File: config.mk
export PLATFORM = sky130hd
export DESIGN_NAME = depth_pixel_backprojection
export DESIGN_NICKNAME = d
export VERILOG_FILES = /design/src/design/dpb_pkg.sv /design/src/design/dpb_fifo.sv /design/src/design/dpb_front.sv /design/src/design/dpb_back.sv /design/src/design/depth_pixel_backprojection.sv
export SDC_FILE = /design/constraint.sdc
export NUM_CORES = 2
export LEC_CHECK = 0
export BUFFER_PORTS_ARGS = -buffer_cell sky130_fd_sc_hd__buf_4
export CORE_UTILIZATION = 55
export DETAILED_ROUTE_END_ITERATION = 12
export PLACE_DENSITY_LB_ADDON = 0.25
export SYNTH_ARGS = -nofsm -noshare
export SYNTH_HDL_FRONTEND = slang
export SYNTH_SLANG_ARGS = --single-unit
File: constraint.sdc
create_clock -name clk_i -period 25.4 [get_ports clk_i]
set_input_delay 1.27 -clock clk_i [delete_from_list [all_inputs] [get_ports clk_i]]
set_output_delay 1.27 -clock clk_i [all_outputs]
set_load 0.005 [all_outputs]
File: src/design/dpb_pkg.sv
// shared types and constants for the depth pixel back-projection block
// no dependencies
package dpb_pkg;

  localparam int CX_W    = 13;
  localparam int INV_W   = 19;
  localparam int FW_W    = 12;
  localparam int DEPTH_W = 16;
  localparam int COLOR_W = 8;
  localparam int FRAC_SHIFT = 21;
  localparam int OUT_W   = 32;

  localparam logic [2:0] REG_CENTER_X = 3'd0;
  localparam logic [2:0] REG_CENTER_Y = 3'd1;
  localparam logic [2:0] REG_INV_FX   = 3'd2;
  localparam logic [2:0] REG_INV_FY   = 3'd3;
  localparam logic [2:0] REG_FRAME_W  = 3'd4;

  localparam logic [CX_W-1:0]  CENTER_X_RST = 13'd649;
  localparam logic [CX_W-1:0]  CENTER_Y_RST = 13'd507;
  localparam logic [INV_W-1:0] INV_FX_RST   = 19'd32388;
  localparam logic [INV_W-1:0] INV_FY_RST   = 19'd32326;
  localparam logic [FW_W-1:0]  FRAME_W_RST  = 12'd640;

  typedef struct packed {
    logic [CX_W-1:0]  center_x_half;
    logic [CX_W-1:0]  center_y_half;
    logic [INV_W-1:0] inv_focal_x;
    logic [INV_W-1:0] inv_focal_y;
    logic [FW_W-1:0]  frame_width;
  } cfg_t;

  typedef struct packed {
    logic full;
    logic empty;
  } q_status_t;

endpackage

File: src/design/dpb_fifo.sv
// short register queue between the front and the back part
// depends on dpb_pkg for the status struct
module dpb_fifo import dpb_pkg::*; #(
  parameter int WIDTH = 8,
  parameter int DEPTH = 4
) (
  input  logic             clk_i,
  input  logic             rst_ni,
  input  logic             push_i,
  input  logic [WIDTH-1:0] wdata_i,
  input  logic             pop_i,
  output logic [WIDTH-1:0] rdata_o,
  output q_status_t        status_o
);

  localparam int AW = (DEPTH > 1) ? $clog2(DEPTH) : 1;

  logic [WIDTH-1:0] mem_q [DEPTH];
  logic [AW:0] wr_ptr_q, wr_ptr_d, rd_ptr_q, rd_ptr_d;
  logic full, empty, do_push, do_pop;

  assign empty   = (wr_ptr_q == rd_ptr_q);
  assign full    = (wr_ptr_q[AW-1:0] == rd_ptr_q[AW-1:0]) && (wr_ptr_q[AW] != rd_ptr_q[AW]);
  assign do_push = push_i && !full;
  assign do_pop  = pop_i && !empty;
  assign wr_ptr_d = do_push ? wr_ptr_q + 1'b1 : wr_ptr_q;
  assign rd_ptr_d = do_pop ? rd_ptr_q + 1'b1 : rd_ptr_q;

  assign rdata_o  = mem_q[rd_ptr_q[AW-1:0]];
  assign status_o = '{full: full, empty: empty};

  always_ff @(posedge clk_i or negedge rst_ni) begin
    if (!rst_ni) begin
      wr_ptr_q <= '0;
      rd_ptr_q <= '0;
    end else begin
      wr_ptr_q <= wr_ptr_d;
      rd_ptr_q <= rd_ptr_d;
    end
  end

  always_ff @(posedge clk_i) begin
    if (do_push) begin
      mem_q[wr_ptr_q[AW-1:0]] <= wdata_i;
    end
  end

endmodule

File: src/design/dpb_front.sv
// front part: pixel counters, offset from the principal point, zero-depth filter
// depends on dpb_pkg
module dpb_front import dpb_pkg::*; #(
  parameter int COORD_BITS = 12,
  parameter int MAG_W = 15,
  parameter int PW = 72
) (
  input  logic               clk_i,
  input  logic               rst_ni,
  input  cfg_t               cfg_i,
  input  logic               in_valid_i,
  output logic               in_stall_o,
  input  logic [DEPTH_W-1:0] depth_mm_i,
  input  logic [COLOR_W-1:0] blue_i,
  input  logic [COLOR_W-1:0] green_i,
  input  logic [COLOR_W-1:0] red_i,
  input  logic               frame_start_i,
  input  q_status_t          q_status_i,
  output logic               push_o,
  output logic [PW-1:0]      item_o
);

  localparam int CW = (COORD_BITS + 1 > FW_W) ? COORD_BITS + 1 : FW_W;

  logic [COORD_BITS-1:0] col_q, col_d, row_q, row_d, col, row;
  logic [COORD_BITS:0]   next_col;
  logic [FW_W-1:0]       width;
  logic                  wrap, accept;
  logic                  neg_x, neg_y;
  logic [MAG_W-1:0]      mag_x, mag_y;
  logic [MAG_W:0]        tx, ty, cxe, cye, dx, dy;

  assign accept     = in_valid_i && !q_status_i.full;
  assign in_stall_o = q_status_i.full;

  assign col = frame_start_i ? '0 : col_q;
  assign row = frame_start_i ? '0 : row_q;

  // signed half-pixel offset split into sign and magnitude
  assign tx  = (MAG_W+1)'({col, 1'b0});
  assign ty  = (MAG_W+1)'({row, 1'b0});
  assign cxe = (MAG_W+1)'(cfg_i.center_x_half);
  assign cye = (MAG_W+1)'(cfg_i.center_y_half);
  assign dx  = tx - cxe;
  assign dy  = ty - cye;
  assign neg_x = dx[MAG_W];
  assign neg_y = dy[MAG_W];
  assign mag_x = neg_x ? MAG_W'(cxe - tx) : dx[MAG_W-1:0];
  assign mag_y = neg_y ? MAG_W'(cye - ty) : dy[MAG_W-1:0];

  // column wrap at frame width, zero width acts as one
  assign width    = (cfg_i.frame_width == '0) ? FW_W'(1) : cfg_i.frame_width;
  assign next_col = (COORD_BITS+1)'(col) + 1'b1;
  assign wrap     = (CW'(next_col) >= CW'(width)) || next_col[COORD_BITS];

  always_comb begin
    col_d = col_q;
    row_d = row_q;
    if (accept) begin
      if (wrap) begin
        col_d = '0;
        row_d = row + 1'b1;
      end else begin
        col_d = next_col[COORD_BITS-1:0];
        row_d = row;
      end
    end
  end

  always_ff @(posedge clk_i or negedge rst_ni) begin
    if (!rst_ni) begin
      col_q <= '0;
      row_q <= '0;
    end else begin
      col_q <= col_d;
      row_q <= row_d;
    end
  end

  assign push_o = accept && (depth_mm_i != '0);
  assign item_o = {neg_x, mag_x, neg_y, mag_y, depth_mm_i, blue_i, green_i, red_i};

endmodule

File: src/design/dpb_back.sv
// back part: two multiply stages, rounding and saturation into the output register
// depends on dpb_pkg
module dpb_back import dpb_pkg::*; #(
  parameter int MAG_W = 15,
  parameter int PW = 72
) (
  input  logic               clk_i,
  input  logic               rst_ni,
  input  cfg_t               cfg_i,
  input  q_status_t          q_status_i,
  input  logic [PW-1:0]      item_i,
  output logic               pop_o,
  output logic               out_valid_o,
  input  logic               out_stall_i,
  output logic [OUT_W-1:0]   point_x_o,
  output logic [OUT_W-1:0]   point_y_o,
  output logic [DEPTH_W-1:0] point_z_o,
  output logic [COLOR_W-1:0] out_blue_o,
  output logic [COLOR_W-1:0] out_green_o,
  output logic [COLOR_W-1:0] out_red_o
);

  localparam int P1_W = MAG_W + DEPTH_W;
  localparam int P2_W = P1_W + INV_W;
  localparam int QW   = P2_W + 1 - FRAC_SHIFT;
  localparam int QX   = (QW > OUT_W + 1) ? QW : OUT_W + 1;
  localparam int RGB_W = 3 * COLOR_W;

  logic                  neg_x, neg_y;
  logic [MAG_W-1:0]      mag_x, mag_y;
  logic [DEPTH_W-1:0]    z;
  logic [RGB_W-1:0]      rgb;
  logic                  adv;

  logic                  s1_valid_q, s2_valid_q;
  logic                  s1_negx_q, s1_negy_q, s2_negx_q, s2_negy_q;
  logic [P1_W-1:0]       s1_px_q, s1_py_q;
  logic [P2_W-1:0]       s2_px_q, s2_py_q;
  logic [DEPTH_W-1:0]    s1_z_q, s2_z_q;
  logic [RGB_W-1:0]      s1_rgb_q, s2_rgb_q;
  logic [OUT_W-1:0]      x_d, y_d;

  assign {neg_x, mag_x, neg_y, mag_y, z, rgb} = item_i;

  // the whole pipe moves unless the output register is held
  assign adv   = !out_valid_o || !out_stall_i;
  assign pop_o = adv && !q_status_i.empty;

  function automatic logic [OUT_W-1:0] round_sat(input logic [P2_W-1:0] p, input logic neg);
    logic [P2_W:0]      sum;
    logic [QX-1:0]      q;
    logic [OUT_W-1:0]   r;
    sum = (P2_W+1)'(p) + (P2_W+1)'(1 << (FRAC_SHIFT - 1));
    q   = QX'(sum >> FRAC_SHIFT);
    if (neg) begin
      if (q > QX'(64'h8000_0000)) r = 32'h8000_0000;
      else r = q[OUT_W-1:0];
      r = 32'd0 - r;
    end else begin
      if (q > QX'(64'h7FFF_FFFF)) r = 32'h7FFF_FFFF;
      else r = q[OUT_W-1:0];
    end
    return r;
  endfunction

  assign x_d = round_sat(s2_px_q, s2_negx_q);
  assign y_d = round_sat(s2_py_q, s2_negy_q);

  always_ff @(posedge clk_i or negedge rst_ni) begin
    if (!rst_ni) begin
      s1_valid_q  <= 1'b0;
      s2_valid_q  <= 1'b0;
      out_valid_o <= 1'b0;
    end else if (adv) begin
      s1_valid_q  <= !q_status_i.empty;
      s2_valid_q  <= s1_valid_q;
      out_valid_o <= s2_valid_q;
    end
  end

  always_ff @(posedge clk_i) begin
    if (adv) begin
      s1_negx_q <= neg_x;
      s1_negy_q <= neg_y;
      s1_px_q   <= P1_W'(mag_x) * P1_W'(z);
      s1_py_q   <= P1_W'(mag_y) * P1_W'(z);
      s1_z_q    <= z;
      s1_rgb_q  <= rgb;

      s2_negx_q <= s1_negx_q;
      s2_negy_q <= s1_negy_q;
      s2_px_q   <= P2_W'(s1_px_q) * P2_W'(cfg_i.inv_focal_x);
      s2_py_q   <= P2_W'(s1_py_q) * P2_W'(cfg_i.inv_focal_y);
      s2_z_q    <= s1_z_q;
      s2_rgb_q  <= s1_rgb_q;

      point_x_o <= x_d;
      point_y_o <= y_d;
      point_z_o <= s2_z_q;
      {out_blue_o, out_green_o, out_red_o} <= s2_rgb_q;
    end
  end

endmodule

File: src/design/depth_pixel_backprojection.sv
// top level of the depth pixel back-projection block: register file and wiring
// depends on dpb_pkg, dpb_front, dpb_fifo, dpb_back
//
// usage
//   pixels enter in raster order on the input channel (in_valid_i / in_stall_o),
//   each with a 16-bit depth in mm, blue, green, red and a frame start flag
//   a pixel with nonzero depth yields one point transaction on the output channel
//   (out_valid_o / out_stall_i): x and y in 1/16 mm, signed and saturated, z in mm
//   and the colour passed through; a zero-depth pixel yields nothing but still
//   advances the column and row counters
//   throughput is one pixel per cycle; the front part takes a pixel whenever the
//   four-entry queue has room, and the back part runs a three-stage pipe
//   (depth multiply, reciprocal focal multiply, rounding and clamp into the output
//   register), which each point passes through after it leaves the queue
//   when the receiver stalls, the back pipe holds, the queue fills, and in_stall_o
//   rises once the queue is full; nothing is dropped; reset clears the counters,
//   the queue and the pipe and loads the register defaults; the user must write
//   registers over the apb port only while the block is idle; nothing enforces it
module depth_pixel_backprojection import dpb_pkg::*; #(
  parameter int COORD_BITS = 12
) (
  input  logic               clk_i,
  input  logic               rst_ni,
  // configuration port
  input  logic               psel,
  input  logic               penable,
  input  logic               pwrite,
  input  logic [4:0]         paddr,
  input  logic [31:0]        pwdata,
  output logic [31:0]        prdata,
  output logic               pready,
  // pixel input channel
  input  logic               in_valid_i,
  output logic               in_stall_o,
  input  logic [DEPTH_W-1:0] depth_mm_i,
  input  logic [COLOR_W-1:0] blue_i,
  input  logic [COLOR_W-1:0] green_i,
  input  logic [COLOR_W-1:0] red_i,
  input  logic               frame_start_i,
  // point output channel
  output logic               out_valid_o,
  input  logic               out_stall_i,
  output logic [OUT_W-1:0]   point_x_o,
  output logic [OUT_W-1:0]   point_y_o,
  output logic [DEPTH_W-1:0] point_z_o,
  output logic [COLOR_W-1:0] out_blue_o,
  output logic [COLOR_W-1:0] out_green_o,
  output logic [COLOR_W-1:0] out_red_o
);

  // magnitude of the half-pixel offset covers twice the largest coordinate
  localparam int MAG_W   = (COORD_BITS + 1 > CX_W) ? COORD_BITS + 1 : CX_W;
  localparam int ITEM_W  = 2 * (MAG_W + 1) + DEPTH_W + 3 * COLOR_W;
  localparam int Q_DEPTH = 4;

  cfg_t        cfg_q;
  logic        cfg_wr;
  logic [2:0]  reg_idx;
  q_status_t   q_status;
  logic        push, pop;
  logic [ITEM_W-1:0] q_wdata, q_rdata;

  // ---------------------------------------------------------------------------
  // register file, one 32-bit word per register, low address bits ignored
  // ---------------------------------------------------------------------------
  assign pready  = 1'b1;
  assign reg_idx = paddr[4:2];
  assign cfg_wr  = psel && penable && pwrite && pready;

  always_ff @(posedge clk_i or negedge rst_ni) begin
    if (!rst_ni) begin
      cfg_q.center_x_half <= CENTER_X_RST;
      cfg_q.center_y_half <= CENTER_Y_RST;
      cfg_q.inv_focal_x   <= INV_FX_RST;
      cfg_q.inv_focal_y   <= INV_FY_RST;
      cfg_q.frame_width   <= FRAME_W_RST;
    end else if (cfg_wr) begin
      case (reg_idx)
        REG_CENTER_X: cfg_q.center_x_half <= pwdata[CX_W-1:0];
        REG_CENTER_Y: cfg_q.center_y_half <= pwdata[CX_W-1:0];
        REG_INV_FX:   cfg_q.inv_focal_x   <= pwdata[INV_W-1:0];
        REG_INV_FY:   cfg_q.inv_focal_y   <= pwdata[INV_W-1:0];
        REG_FRAME_W:  cfg_q.frame_width   <= pwdata[FW_W-1:0];
        default: ;  // unmapped address, write dropped
      endcase
    end
  end

  always_comb begin
    case (reg_idx)
      REG_CENTER_X: prdata = 32'(cfg_q.center_x_half);
      REG_CENTER_Y: prdata = 32'(cfg_q.center_y_half);
      REG_INV_FX:   prdata = 32'(cfg_q.inv_focal_x);
      REG_INV_FY:   prdata = 32'(cfg_q.inv_focal_y);
      REG_FRAME_W:  prdata = 32'(cfg_q.frame_width);
      default:      prdata = '0;
    endcase
  end

  // ---------------------------------------------------------------------------
  // front: counters and offsets, drops zero-depth pixels
  // ---------------------------------------------------------------------------
  dpb_front #(
    .COORD_BITS(COORD_BITS),
    .MAG_W     (MAG_W),
    .PW        (ITEM_W)
  ) u_front (
    .clk_i        (clk_i),
    .rst_ni       (rst_ni),
    .cfg_i        (cfg_q),
    .in_valid_i   (in_valid_i),
    .in_stall_o   (in_stall_o),
    .depth_mm_i   (depth_mm_i),
    .blue_i       (blue_i),
    .green_i      (green_i),
    .red_i        (red_i),
    .frame_start_i(frame_start_i),
    .q_status_i   (q_status),
    .push_o       (push),
    .item_o       (q_wdata)
  );

  // queue decouples pixel intake from the multiply pipe
  dpb_fifo #(
    .WIDTH(ITEM_W),
    .DEPTH(Q_DEPTH)
  ) u_fifo (
    .clk_i   (clk_i),
    .rst_ni  (rst_ni),
    .push_i  (push),
    .wdata_i (q_wdata),
    .pop_i   (pop),
    .rdata_o (q_rdata),
    .status_o(q_status)
  );

  // ---------------------------------------------------------------------------
  // back: projection pipe and output register
  // ---------------------------------------------------------------------------
  dpb_back #(
    .MAG_W(MAG_W),
    .PW   (ITEM_W)
  ) u_back (
    .clk_i      (clk_i),
    .rst_ni     (rst_ni),
    .cfg_i      (cfg_q),
    .q_status_i (q_status),
    .item_i     (q_rdata),
    .pop_o      (pop),
    .out_valid_o(out_valid_o),
    .out_stall_i(out_stall_i),
    .point_x_o  (point_x_o),
    .point_y_o  (point_y_o),
    .point_z_o  (point_z_o),
    .out_blue_o (out_blue_o),
    .out_green_o(out_green_o),
    .out_red_o  (out_red_o)
  );

endmodule
==> flow_summary.json <==
{
  "outcome": "finished clean",
  "cp-start-kind": "flip-flop",
  "hold_class": "reg2reg",
  "pre_cts_ws_ns": 16.64,
  "cp_data_required_time_ns": 25.86,
  "post_cts_buffers": 0,
  "postRouteAntennaNets": 0,
  "synth_compound_area_frac": 0.0460,
  "grt_pass1_wl_um": 295000,
  "root_buffer": "clkbuf_16",
  "gp_congestion": 0.916,
  "port_buffers": 194,
  "setup_viol": 0,
  "ys_ff_latch": 683,
  "crit_path_end_kind": "flip-flop",
  "arrival_ns": 9.33,
  "drv_cap": 0,
  "ctsResizeCount": 0,
  "htree_num_levels": 3,
  "fin_tns_setup_ns": 0,
  "core_um2": 137000,
  "cts-buffers-inserted": 78,
  "first_pass_iters": 7,
  "dp_hpwl_um": 133000,
  "synth_edf_count": 574,
  "cts_tree": "done",
  "clk_pin_slew_worst_paths_ns": 0.07,
  "syn2layout_area_growth_pct": 7.72,
  "drtIter0Drc": 3318,
  "synth_warnings": 0,
  "antenna_cells": 0,
  "gr-total-overflow": 0,
  "rsz0062_at_grt": "false",
  "avgSynthCellArea_um2": 10.3,
  "worstPathMaxFanout": 57,
  "synth-async-reset-ratio": 0.160,
  "ys_types": 83,
  "synthCells": 7409,
  "report.final.slew_viol_count": 0,
  "wl_per_cell_um": 19.5,
  "crit_type": "reg2reg",
  "grt_pass1_vias": 54500,
  "hold_ws_ns": 0.414,
  "postLayoutCoreUtil": 0.598,
  "synth_fa_ha_area_frac": 0.400,
  "relSlewSlack": 0.150,
  "clkSinkCount": 683,
  "wirelength_um": 181000,
  "grt_use_total": 0.269,
  "layout_setup_ws_ns": 16.53,
  "layout.nets": 9244,
  "rrSetupSlack_ns": 16.53,
  "cts_hold_buf": 0,
  "drc": 0,
  "muxShareOfSynthArea": 0.0347,
  "die_area_um2": 140000,
  "synth-simple-area-share": 0.134,
  "fmax_ghz": 0.113,
  "die_width_um": 374,
  "insertion_delay_ns": 0.72,
  "hold_viol": 0,
  "fp.dieH_um": 374,
  "initial_core_util": 0.555,
  "via_count": 50800,
  "syn_area_um2": 76300,
  "synth_top_family_by_area": "adder cells",
  "cts.path.max_buffers": 3,
  "final.min_clock_period_ns": 8.87,
  "final_common_cell": "inv_1",
  "tightest_slew_ns": 1.27,
  "skew_ns": 0.0421,
  "mostFrequentLayoutCells": "1561 x inv_1, 1226 x fa_1, 1002 x nand2_1",
  "min_period_over_period": 0.349,
  "synth_xor_area_frac": 0.0290,
  "grt_max_degree": 158,
  "yosys_most_used_dff": "edfxtp_1",
  "drive_gt1_frac": 0.0831,
  "antenna_found_initial": 3,
  "rows": 136,
  "seq_area_frac_synth": 0.262,
  "ios": 224,
  "viasPerCell": 5.46
}
stage by stage:
step / area (um2) / instances
2_1_floorplan: 76300 / 7421
3_3_place_gp: 79500 / 9172
3_5_place_dp: 79500 / 9172
4_1_cts: 82200 / 9315
5_1_grt: 82200 / 9315
6_report: 82200 / 9315
cells by family (layout without fill, tap and decap cells):
family,after synthesis,count (layout)
flops,683,683
buf+inv,1908,2008
compound gates,556,556
simple gates,2114,2114
fa+ha+maj,1701,1701
mux,192,192
other cells,2,14
xor+xnor,253,253
cell type report:
type | instances | area [um2]
fill | 11500 | 55300
multi-input combinational | 4830 | 49200
sequential | 683 | 20000
inverter | 1567 | 5880
timing repair buffer | 298 | 2250
tap | 1794 | 2240
clock buffer | 100 | 2060
clock inverter | 43 | 569
worst max-delay path, cell delays in order, from the launching register on:
cell and delay [ns]:
dfrtp_4 0.77, buf_4 0.78, mux2_2 0.41, o21ai_1 0.12, buf_4 0.24, clkinv_1 0.73, nand2_1 0.32, fa_1 0.46
inv_1 0.08, fa_1 0.43, fa_1 0.53, inv_1 0.06, fa_1 0.48, fa_1 0.48, inv_1 0.04, ha_1 0.33
a2111oi_0 0.17, o31a_1 0.32, or3_1 0.35, a311oi_1 0.53, a41oi_1 0.25, a21oi_1 0.35, nor4b_1 0.10, a211o_1 0.24
registers in the layout (all words and copies together) (netlist names), 12 cells and up:
signal and cells:
u_back.s2_rgb_q 24, u_fifo.mem_q 272, u_front.col_q 12, u_back.s2_py_q 28
u_back.point_z_o 16, u_front.row_q 12, u_back.point_x_o 32, u_back.s1_rgb_q 24
u_back.s2_z_q 16, cfg_q 76, u_back.s2_px_q 28, u_back.s1_py_q 29
u_back.point_y_o 32, u_back.s1_px_q 29, u_back.s1_z_q 16
synth_stat cells, drive strengths merged (10+ instances only):
master / count / area (um2)
buf: 46 / 228
nand2: 1003 / 3760
xnor2: 151 / 1320
nand4: 35 / 234
clkbuf: 295 / 1110
o21ai: 151 / 756
and2: 608 / 3800
nor3: 26 / 135
mux2i: 54 / 541
nand3: 63 / 315
dfstp: 31 / 815
mux2: 89 / 1010
o31ai: 10 / 93.8
ha: 475 / 5940
o21bai: 23 / 173
dfrtp: 78 / 1950
xor2: 102 / 893
nor2: 204 / 768
a21oi: 141 / 706
a21o: 72 / 541
and4: 11 / 96.3
nand2b: 42 / 270
nor4: 13 / 87.6
mux4: 49 / 1100
fa: 1226 / 24500
inv: 1561 / 5860
or2: 11 / 73.8
and3: 37 / 231
edfxtp: 574 / 17200
a31oi: 22 / 138
nor2b: 37 / 231
o21a: 21 / 158
a22oi: 27 / 203
o22ai: 14 / 87.6
path summary, 6_finish.rpt:
kind                                                  to  cells past startpoint                           start
max                         u_back.s1_py_q[27]$_DFFE_PN_                     23  u_fifo.rd_ptr_q[1]$_DFFE_PN0P_
min                        u_back.point_z_o[4]$_DFFE_PN_                      0      u_back.s2_z_q[4]$_DFFE_PN_
max reg2reg                 u_back.s1_py_q[27]$_DFFE_PN_                     23  u_fifo.rd_ptr_q[1]$_DFFE_PN0P_
min reg2reg                u_back.point_z_o[4]$_DFFE_PN_                      0      u_back.s2_z_q[4]$_DFFE_PN_
max in group asynchronous          cfg_q[29]$_DFFE_PN0P_                      2                          rst_ni
min in group asynchronous  u_front.row_q[11]$_DFFE_PN0P_                      1                          rst_ni
per-layer routing:
metal  track usage  vias to the layer above  part of all wire
li1              -                    22900                 -
met1         0.354                    25900              0.41
met2         0.451                     1743              0.48
met3        0.0566                      302             0.081
met4        0.0739                        0             0.027
met5             0                        -                 0
Power is not shown: default switching activity piles up to over one toggle a cycle in this logic, so the estimate is an artifact.
